<file path="config.mk">
export PLATFORM = sky130hd
export DESIGN_NAME = raau_front
export DESIGN_NICKNAME = d
export VERILOG_FILES = /design/src/rtl/raau_pkg.sv /design/src/rtl/raau_front.sv
export SDC_FILE = /design/constraint.sdc
export NUM_CORES = 1
export LEC_CHECK = 0
export BUFFER_PORTS_ARGS = -buffer_cell sky130_fd_sc_hd__clkbuf_2
export CAP_MARGIN = 20
export CELL_PAD_IN_SITES_DETAIL_PLACEMENT = 1
export CELL_PAD_IN_SITES_GLOBAL_PLACEMENT = 1
export CORE_MARGIN = 2
export CORE_UTILIZATION = 40
export CTS_BUF_LIST = sky130_fd_sc_hd__clkbuf_4
export DETAILED_ROUTE_END_ITERATION = 7
export PLACE_DENSITY_LB_ADDON = 0.3
export SKIP_LAST_GASP = 1
export SYNTH_ARGS = -nofsm -noshare
export SYNTH_HDL_FRONTEND = slang
export SYNTH_SLANG_ARGS = --single-unit
</file>
<file path="constraint.sdc">
create_clock -name clk -period 33.6 [get_ports clk]
set_input_delay 5.04 -clock clk [delete_from_list [all_inputs] [get_ports clk]]
set_output_delay 5.04 -clock clk [all_outputs]
set_load 0.1 [all_outputs]
</file>
<file path="src/rtl/raau_pkg.sv">
`timescale 1ns / 1ps
package raau_pkg;

	localparam int WordBits = 64;

	typedef logic [WordBits-1:0] word_t;

	typedef enum logic [1:0] {
		OP_ADD = 2'd0,
		OP_SUB = 2'd1,
		OP_MUL = 2'd2,
		OP_BAD = 2'd3
	} opcode_t;

	// Classified item handed from front to back
	typedef struct packed {
		logic  direct;    // result is already known
		logic  do_mul;    // multiply, else ratio add
		logic  mul_int;   // integer multiply, product is the result
		word_t n1;
		word_t d1;
		word_t n2;
		word_t d2;
		logic  ratio;     // result flag when direct
	} job_t;

	function automatic logic is_neg(input word_t x);
		is_neg = x[WordBits-1];
	endfunction

	function automatic word_t magn(input word_t x);
		magn = x[WordBits-1] ? (word_t'(0) - x) : x;
	endfunction

endpackage

</file>
<file path="src/rtl/raau_front.sv">
`timescale 1ns / 1ps
// Front: sign handling, shortcuts, integer add/sub results, queue of classified jobs
module raau_front (
	input  logic                  clk,
	input  logic                  arst_n,
	input  logic                  take,
	input  logic [1:0]            opcode,
	input  logic signed [63:0]    a_num,
	input  logic [62:0]           a_den,
	input  logic                  a_is_ratio,
	input  logic signed [63:0]    b_num,
	input  logic [62:0]           b_den,
	input  logic                  b_is_ratio,
	output logic                  full,
	output logic                  job_valid,
	output raau_pkg::job_t        job,
	input  logic                  job_pop
);
	import raau_pkg::*;

	localparam int Depth = 2;

	job_t       q_mem [Depth];
	logic [0:0] wp_q;
	logic [0:0] rp_q;
	logic [1:0] cnt_q;
	job_t       cls;
	word_t      an, bn, ad, bd;
	logic       anyr;

	assign an   = word_t'(a_num);
	assign bn   = word_t'(b_num);
	assign ad   = a_is_ratio ? word_t'({1'b0, a_den}) : word_t'(1);
	assign bd   = b_is_ratio ? word_t'({1'b0, b_den}) : word_t'(1);
	assign anyr = a_is_ratio | b_is_ratio;

	// classify one item
	always_comb begin
		cls        = '0;
		cls.direct = 1'b1;
		cls.d1     = word_t'(1);
		unique case (opcode_t'(opcode))
			OP_ADD: begin
				priority if (an == '0) begin
					cls.n1 = bn; cls.d1 = bd; cls.ratio = b_is_ratio;
				end else if (bn == '0) begin
					cls.n1 = an; cls.d1 = ad; cls.ratio = a_is_ratio;
				end else if (!anyr) begin
					cls.n1 = an + bn;
				end else begin
					cls.direct = 1'b0;
					cls.n1 = an; cls.d1 = ad; cls.n2 = bn; cls.d2 = bd;
				end
			end
			OP_SUB: begin
				if (!anyr) begin
					cls.n1 = an - bn;
				end else begin
					cls.direct = 1'b0;
					cls.n1 = an; cls.d1 = ad; cls.n2 = word_t'(0) - bn; cls.d2 = bd;
				end
			end
			OP_MUL: begin
				priority if (an == '0) begin
					cls.n1 = an; cls.d1 = ad; cls.ratio = a_is_ratio;
				end else if (bn == '0) begin
					cls.n1 = bn; cls.d1 = bd; cls.ratio = b_is_ratio;
				end else if (!anyr) begin
					// product formed by the back end multiplier
					cls.direct  = 1'b0;
					cls.do_mul  = 1'b1;
					cls.mul_int = 1'b1;
					cls.n1 = an; cls.n2 = bn;
				end else begin
					cls.direct = 1'b0;
					cls.do_mul = 1'b1;
					cls.n1 = an; cls.d1 = ad; cls.n2 = bn; cls.d2 = bd;
				end
			end
			OP_BAD: begin
				cls.n1 = '0;
			end
			default: cls.n1 = '0;
		endcase
	end

	assign full      = (cnt_q == 2'(Depth));
	assign job_valid = (cnt_q != '0);
	assign job       = q_mem[rp_q];

	always_ff @(posedge clk) begin
		if (take) q_mem[wp_q] <= cls;
	end

	always_ff @(posedge clk or negedge arst_n) begin
		if (!arst_n) begin
			wp_q  <= '0;
			rp_q  <= '0;
			cnt_q <= '0;
		end else begin
			if (take) wp_q <= wp_q + 1'b1;
			if (job_pop) rp_q <= rp_q + 1'b1;
			cnt_q <= cnt_q + 2'(take) - 2'(job_pop);
		end
	end

	a_no_over: assert property (@(posedge clk) disable iff (!arst_n)
		full |-> !take) else $error("queue overflow");
	a_no_under: assert property (@(posedge clk) disable iff (!arst_n)
		job_pop |-> job_valid) else $error("queue underflow");
	a_cnt_ok: assert property (@(posedge clk) disable iff (!arst_n)
		cnt_q <= 2'(Depth)) else $error("bad count");

endmodule

</file>
* Yosys cells after proc, flatten, opt, wreduce, memory -nomap -nowiden
Memory sizes are Yosys's and may differ from the RTL's.
Index checks and enable logic that the tools add are counted.
Widths: inputs -> output; s select.
** Word-level totals
- Register bits :: 4
- Bits in writable memories :: 520
- Bits of input ports :: 262
- Logic and storage cells :: 52
- Memories :: 1
** Operators by class
- Add/sub/neg operators :: 7
- Equality and inequality tests :: 4
- Multiplexer cells :: 32
- Bitwise operators :: 1
- Reduce and logical (&&, ||, !) cells :: 4
** Memories
- q_mem :: words 2, width 260, rd ports 1, clocked after memory_dff 0, wr ports 1, RTL line raau_front.sv:23 : job_t q_mem [Depth];
** Operator list (number)
- $mux 128 :: 8
- $pmux 192 s3 :: 1
- $mux 191 :: 2
- $pmux 64 s4 :: 1
- $mux 63 :: 4
- $logic_not 64->1 :: 2
- $mux 64 :: 2
- $add 64x64->64 :: 1
- $sub 1x64->64 const A :: 1
- $sub 64x64->64 :: 1
- $mux 1 :: 9
- $eq 2x2->1 const B :: 3
- $mux 3 :: 2
- $pmux 1 s3 :: 1
- $add 1x1->1 const B :: 2
- $add 2x1->2 :: 1
- $eq 2x1->1 const B :: 1
- $logic_not 2->1 :: 1
- $mux 2 :: 1
- $pmux 1 s2 :: 1
- $reduce_bool 2->1 :: 1
- $sub 2x1->2 :: 1
- $or 1x1->1 :: 1

* Longest topological paths before layout
Gate-level depths: netlist of the first run.
- Word-level depth :: 5
- Mapped depth :: 16
- Depth with buffers taken out :: 15

* Least setup slack after synthesis of the first run
No wires, ideal clock.
- Path type :: input -> register
- Start :: input take
- End :: memory q_mem[0][0] (netlist name) (enable)
- Library setup time :: 0.913 ns
- Arrival :: 16.141 ns
- Required time :: 32.687 ns
- Slack :: 16.546 ns
- Stages :: 1
- Path buffers :: 0
- Cell sequence :: nor2b_1
** Between the ends
- Word-level cells in the longest chain between the ends :: 2
** Ends and longest elaborated chain
- start, declared :: RTL line raau_front.sv:6 : input logic take,
- $mux 1 :: RTL line raau_front.sv:92 : if (take) q_mem[wp_q] <= cls;
- $mux 1 (implied by the code) :: RTL line raau_front.sv:92
- end, declared :: RTL line raau_front.sv:23
Every way passes these cells.

==> results.md, run 1 <==
* Final Instance Area at approximately 39000 sq um
* Synth top area cells: edfxtp_1 (46%), mux2_2 (8.6%), ha_1 (4.8%)
* CTS max path bufs at 3
* Synth Area in Simple Gates at 0.136
* Most used cell along the critical path: buf_4
* Critical-path top delay cell: dfrtp_4
* Reg clk slew, reported paths at 0.06 ns
* Die width at 294 microns
* Final Cycle Share at 0.274
* Post-synthesis compound-gate area fraction at 0.193
* Post-Syn Instances at 3392
* Post-synth EDFFs at 516
* Starting Density at 0.403
* # fillers at around 9.6k
* DRT Pass-1 Iters at 6
* Critical Path RT at roughly 29 ns
* Post-synth ARST share at 0.00769
* Slowest stage delay, CP at 0.82 ns
* Largest family of logic cells by synthesized area: compound AO/OA/AOI/OAI gates
* Synthesized area at 33600 sq um
* DR vias at 30.8k
* Ports at approximately 520
* Seq/Total Area, Yosys at 0.464
* Fin. Hold Viols at 0
* Clk sink count at 520
* Post-CTS setup buffers at 0
* Synthesized flop and latch total at 520
* PD cells at 85.7 nW/um^2
* Total track usage at 0.302
* Synth cell types at 84
* Final #Nets at 4259
* Largest net degree at the start of global routing at 134
* Cell family with most CP delay: buffers and inverters
* Area share of the largest cell type after synthesis at 0.461
* Max-Cap Viols at 0
* First-pass GRT wire length at a little under 200 mm
* RSZ-0062 raised after global routing: false
* Total routed wirelength at about 130 mm
* CTS tree: built
* Post-synth top area cell: edfxtp_1
* Peak supply drop at 0.0925 mV
* Post-synthesis mux area share at 0.0888
* Port Buf Inserts at 521
* Top_reg_cell synth: edfxtp_1
* GR Overflow Total at 0
* CTS Root Cell: clkbuf_4
* Final setup fails at 0
* Hold_buf cts at 0
* HPWL Detailed at 95.3 mm
* Area Growth Syn to Fin at 16.0%
* Critical-path maximum fanout at 51
* Die area at roughly 86000 sq um
* Number of buffers created by CTS at 146
* Wire per inst at ~27 microns
* Post-route ant nets at 0
* Slew Limit Headroom at 0.226
* Worst path arrival time at 4.16 ns
* Num rows at roughly 110
* Vias per cell at 6.09
* Avg Synthesized Cell Area at around 9.9 sq um
* CTS H-Tree Depth at 4
* Min cycle time layout at 9.20 ns
* Status: finished clean
* Die Ht at ~290 microns
* Critical path class: flop to output pin
* Clock Latency Late Sink at 1.02 ns
* Slew Limit Fails at 0
* Synth warn at 0
* Core footprint at 83400 sq um
* DP Area at around 37000 sq um
* Post-synthesis adder-cell area fraction at 0.0496
* Iter 0 DRT Violations at 2395
* CP Capture Type: output pin
* CP bufs+invs at 3
* Post-CTS sizing at 0
* Fmax at 109 MHz
* Layout cells sized above 1 at 0.279
* Number of global-route vias before repair at 31.3k
* Sequence of cells on the critical path: buf_4 -> buf_4 -> mux2_2 -> clkbuf_2
* Clock Skews at between 0.03 and 0.04 ns
* Setup TNS at 0 ns
* Hold crit path type: flop to flop
* Least-Margin Pin Slew at 1.16 ns
* Initial antenna violation count at 23
* Static leakage at 15.0 nW
* Startpoint Class: flop
* Post-synthesis xor/xnor area fraction at 0.0263
* Hold_ws at 0.554 ns
* Drc violations at 0
* GPL Wtd Cong at 0.980
-- registers in the layout (all words and copies together), names as in the netlist --
name,cells
wp_q,1
cnt_q,2
rp_q,1
q_mem,516
-- per-layer routing --
metal / wire (microns) / part of all wire / track usage / vias to the layer above
met3: 10700 / 0.079 / 0.0705 / 256
li1: - / - / - / 13900
met4: 5430 / 0.040 / 0.138 / 18
met2: 63600 / 0.47 / 0.495 / 1243
met5: 114 / 0.00085 / 0 / -
met1: 54500 / 0.41 / 0.379 / 15400
-- placed cells by master (no fill, tap or decap), types with 37 or more instances in the layout --
master,instances
a211oi_1,41
or3_1,37
xnor2_1,92
nand2_1,276
a21oi_1,225
buf_4,40
clkbuf_4,213
o22ai_1,138
inv_1,135
ha_1,130
nor3_1,69
clkbuf_2,518
nor4_1,51
o21bai_1,39
nand3_1,112
o21ai_0,279
a22oi_1,82
a21o_1,43
nand4_1,44
nor2_1,255
edfxtp_1,516
mux2_2,258
-- kinds of logic (layout without fill, tap and decap cells) --
family          Yosys count  in the layout
buf+inv                 378            949
xor+xnor                101            101
other cells               1             14
fa+ha+maj               132            132
compound gates         1033           1033
mux                     266            266
simple gates            961            961
flops                   520            520
-- path summary, 6_finish.rpt --
kind / cells after the start / end / slack (ns) / start
setup / recovery: 4 / job[23] / 24.40 / rp_q
hold / removal: 1 / wp_q / 0.55 / wp_q
setup reg to reg: 3 / q_mem[1][7] / 30.56 / wp_q
hold reg to reg: 1 / wp_q / 0.55 / wp_q
max in group asynchronous: 1 / rp_q / 29.64 / arst_n
min in group asynchronous: 1 / cnt_q[1] / 3.81 / arst_n
-- stage by stage --
stage	cells	power [mW]	setup WS, ns	util
floorplan	3393	2.44	16.55	-
global placement	4795	2.74	23.77	0.444
detailed placement	4797	2.75	23.70	0.445
CTS	5044	3.37	24.25	0.467
global route	5054	3.46	24.18	0.467
finish	5056	3.34	24.40	0.467
-- worst register-to-register path, cell delays in order (launching register included) --
cell     delay, ns
dfrtp_1       0.43
and2_4        0.66
buf_4         0.83
buf_4         0.72
-- where the power goes --
part / internal [mW] / switching (mW)
clock: 0.320 / 0.283
combinational: 0.334 / 1.49
sequential: 0.878 / 0.0388
total: 1.53 / 1.81
-- synth_stat cells (7+ instances only) --
master,instances
o21bai_1,40
nand2b_1,18
and2_1,7
inv_1,135
o21a_1,12
edfxtp_1,516
ha_1,130
or2_2,15
a211oi_1,41
o211ai_1,17
or3_1,37
nand3_1,112
a31oi_1,21
o221ai_1,8
or4_1,13
mux2i_1,8
a221oi_1,19
xor2_1,9
a21oi_1,225
nor2b_1,16
nor2_1,261
nand4_1,44
a222oi_1,15
nor4_1,53
a21o_1,43
nor3_1,69
buf_1,19
xnor2_1,92
mux2_2,258
clkbuf_1,214
o22ai_1,138
and3_1,12
o31ai_1,24
nand2_1,279
o21ai_0,279
a22oi_1,82
-- layout make-up --
class / instances / area (sq um) / area share
clock inverters: 34 / 264 / 0.00677
inverters: 140 / 526 / 0.0135
flip-flops and latches: 520 / 15600 / 0.400
multi-input cells: 2495 / 16700 / 0.428
well taps: 1080 / 1350 / 0.0347
repair buffers: 562 / 2930 / 0.0753
diodes: 12 / 30.0 / 0.000770
clock buffers: 213 / 1600 / 0.0410
Power figures use the tool's default switching activity.
==> inputs of run 2 (changes only) <==
==> constraint.sdc (replaced) <==
create_clock -name clk -period 8.05 [get_ports clk]
set_input_delay 1.2075 -clock clk [delete_from_list [all_inputs] [get_ports clk]]
set_output_delay 1.2075 -clock clk [all_outputs]
set_load 0.1 [all_outputs]
==> run 2 against run 1 <==
Effect of this change:
- global-route usage increased by 0.68 points
- worst hold slack lost 0.26 ns
- largest power group unchanged
- via count grew 0.29%
- highest routed layer unchanged
- sequential cell count unchanged
- critical path type is now input port to flop
==> results.md, run 2 (same netlist as run 1, synthesis figures left out) <==
* Critical path class: input port to flop
* Worst path arrival time at 6.01 ns
* Largest net degree at the start of global routing at 154
* Post-Route Utilization at 0.468
* Hold_buf cts at 1
* CTS H-Tree Depth at 4
* GR Overflow Total at 0
* Final Instance Area at slightly below 40000 sq um
* Grt met2 use at 0.502
* Post-route ant nets at 0
* Number of global-route vias before repair at 31.6k
* Grt peak-use layer: met2
* Final setup fails at 0
* DP Area at 37200 sq um
* First-pass GRT wire length at between 200 and 250 mm
* Critical-path maximum fanout at 13
* Largest Register: q_mem
* Peak supply drop at 0.405 mV
* Number of buffers created by CTS at 150
* GPL Wtd Cong at roughly 0.99
* Starting Density at 0.403
* Final Cycle Share at 0.654
* Min cycle time layout at approximately 5.3 ns
* Iter 0 DRT Violations at 2630
* Met3 Usage GRT at 0.0690
* Most used cell along the critical path: o21ai_0
* Initial antenna violation count at 22
* Layout cells sized above 1 at 0.280
* Clk sink count at 520
* GRT met1 Usage at 0.396
* CTS max path bufs at 3
* Fmax at 190 MHz
* Layout Cells excl Fill at 5069
* CP Capture Type: flop
* Startpoint Class: input port
* Num rows at 106
* Total routed wirelength at 137 mm
* Status: finished clean
* Static leakage at 15.0 nW
* DRT Pass-1 Iters at 6
* Critical Path RT at 8.79 ns
* RSZ-0062 raised after global routing: false
* Fin. Hold Viols at 0
* Critical-path top delay cell: or4_1
* Hold crit path type: input port to flop
* Wire per inst at 26.9 microns
* Max-Cap Viols at 0
* Port Buf Inserts at 521
* Clock Latency Late Sink at 1.10 ns
* Slew Limit Fails at 0
* Post-CTS sizing at 0
* Post-CTS setup buffers at 0
* Area Growth Syn to Fin at 16.2%
* Die area at ~86000 sq um
* Slowest stage delay, CP at 0.69 ns
* Reg clk slew, reported paths at ~0.070 ns
* Setup TNS at 0 ns
* Clock Skews at 0.0594 ns
* Die width at ~290 microns
* Commonest non-fill, non-tap cell in the layout: clkbuf_2
* Least-Margin Pin Slew at 1.19 ns
* PD cells at 357 nW/um^2
* Slew Limit Headroom at 0.207
* CP bufs+invs at 2
* Cell family with most CP delay: compound AO/OA/AOI/OAI gates
* Final #Nets at 4267
* Vias per cell at between 6 and 7
* HPWL Detailed at 97.2 mm
* Post-placement cell count at 4800
* CTS tree: built
* Max reg flops at 516
* Die Ht at 294 microns
* Total track usage at 0.309
* Ports at about 520
* CTS Root Cell: clkbuf_4
* Sequence of cells on the critical path: clkbuf_2 -> inv_1 -> ha_1 -> or4_1 -> nor4_1 -> o21ai_0 -> a211oi_1 -> nor2_1 -> o21ai_0 -> o21a_1 -> xnor2_1 -> o21ai_0 -> a222oi_1 -> o21ai_0
* Regs by FF count: q_mem x516, cnt_q x2
* Drc violations at 0
* DR vias at 30.9k
* Most frequent cells in the layout: clkbuf_2 (518), edfxtp_1 (516), o21ai_0 (279)
* Core footprint at 83400 sq um
[run 2: area by class of cell]
type,count,area [sq um]
Antenna cell,20,50.0
Clock buffer,214,1610
Clock inverter,34,225
Fill cell,9567,44400
Inverter,140,526
Multi-Input combinational cell,2495,16700
Sequential cell,520,15600
Tap cell,1080,1350
Timing Repair Buffer,566,3030
[run 2: through the flow]
step | hold slack [ns] | setup WS (ns) | power (mW)
after floorplan | 0.508 | 0.399 | 10.1
after detailed placement | 0.543 | 1.83 | 11.5
after CTS | 0.192 | 2.93 | 14.0
after global routing | 0.214 | 2.62 | 14.4
final | 0.296 | 2.79 | 13.9
after global placement | 0.533 | 1.69 | 11.5
[run 2: final timing paths]
path,start,to,slack (ns),depth (start not counted)
max,b_num[20],q_mem[0][248],2.79,14
min,job_pop,rp_q,0.30,2
max reg2reg,wp_q,q_mem[0][242],5.49,3
min reg2reg,wp_q,wp_q,0.55,1
max in group asynchronous,arst_n,rp_q,7.42,2
min in group asynchronous,arst_n,cnt_q[1],0.48,2
[run 2: where the power goes]
| group | total (mW) | switching [mW] | internal, mW | leakage, nW |
|---|---|---|---|---|
| Combinational | 7.66 | 6.25 | 1.41 | 8.89 |
| Clock | 2.47 | 1.21 | 1.26 | 1.09 |
| Sequential | 3.82 | 0.151 | 3.67 | 5.00 |
[run 2: metal layers]
metal / vias up / wire length [microns]
li1: 14000 / -
met1: 15400 / 56000
met2: 1286 / 64400
met3: 259 / 11000
met4: 18 / 5090
met5: - / 113
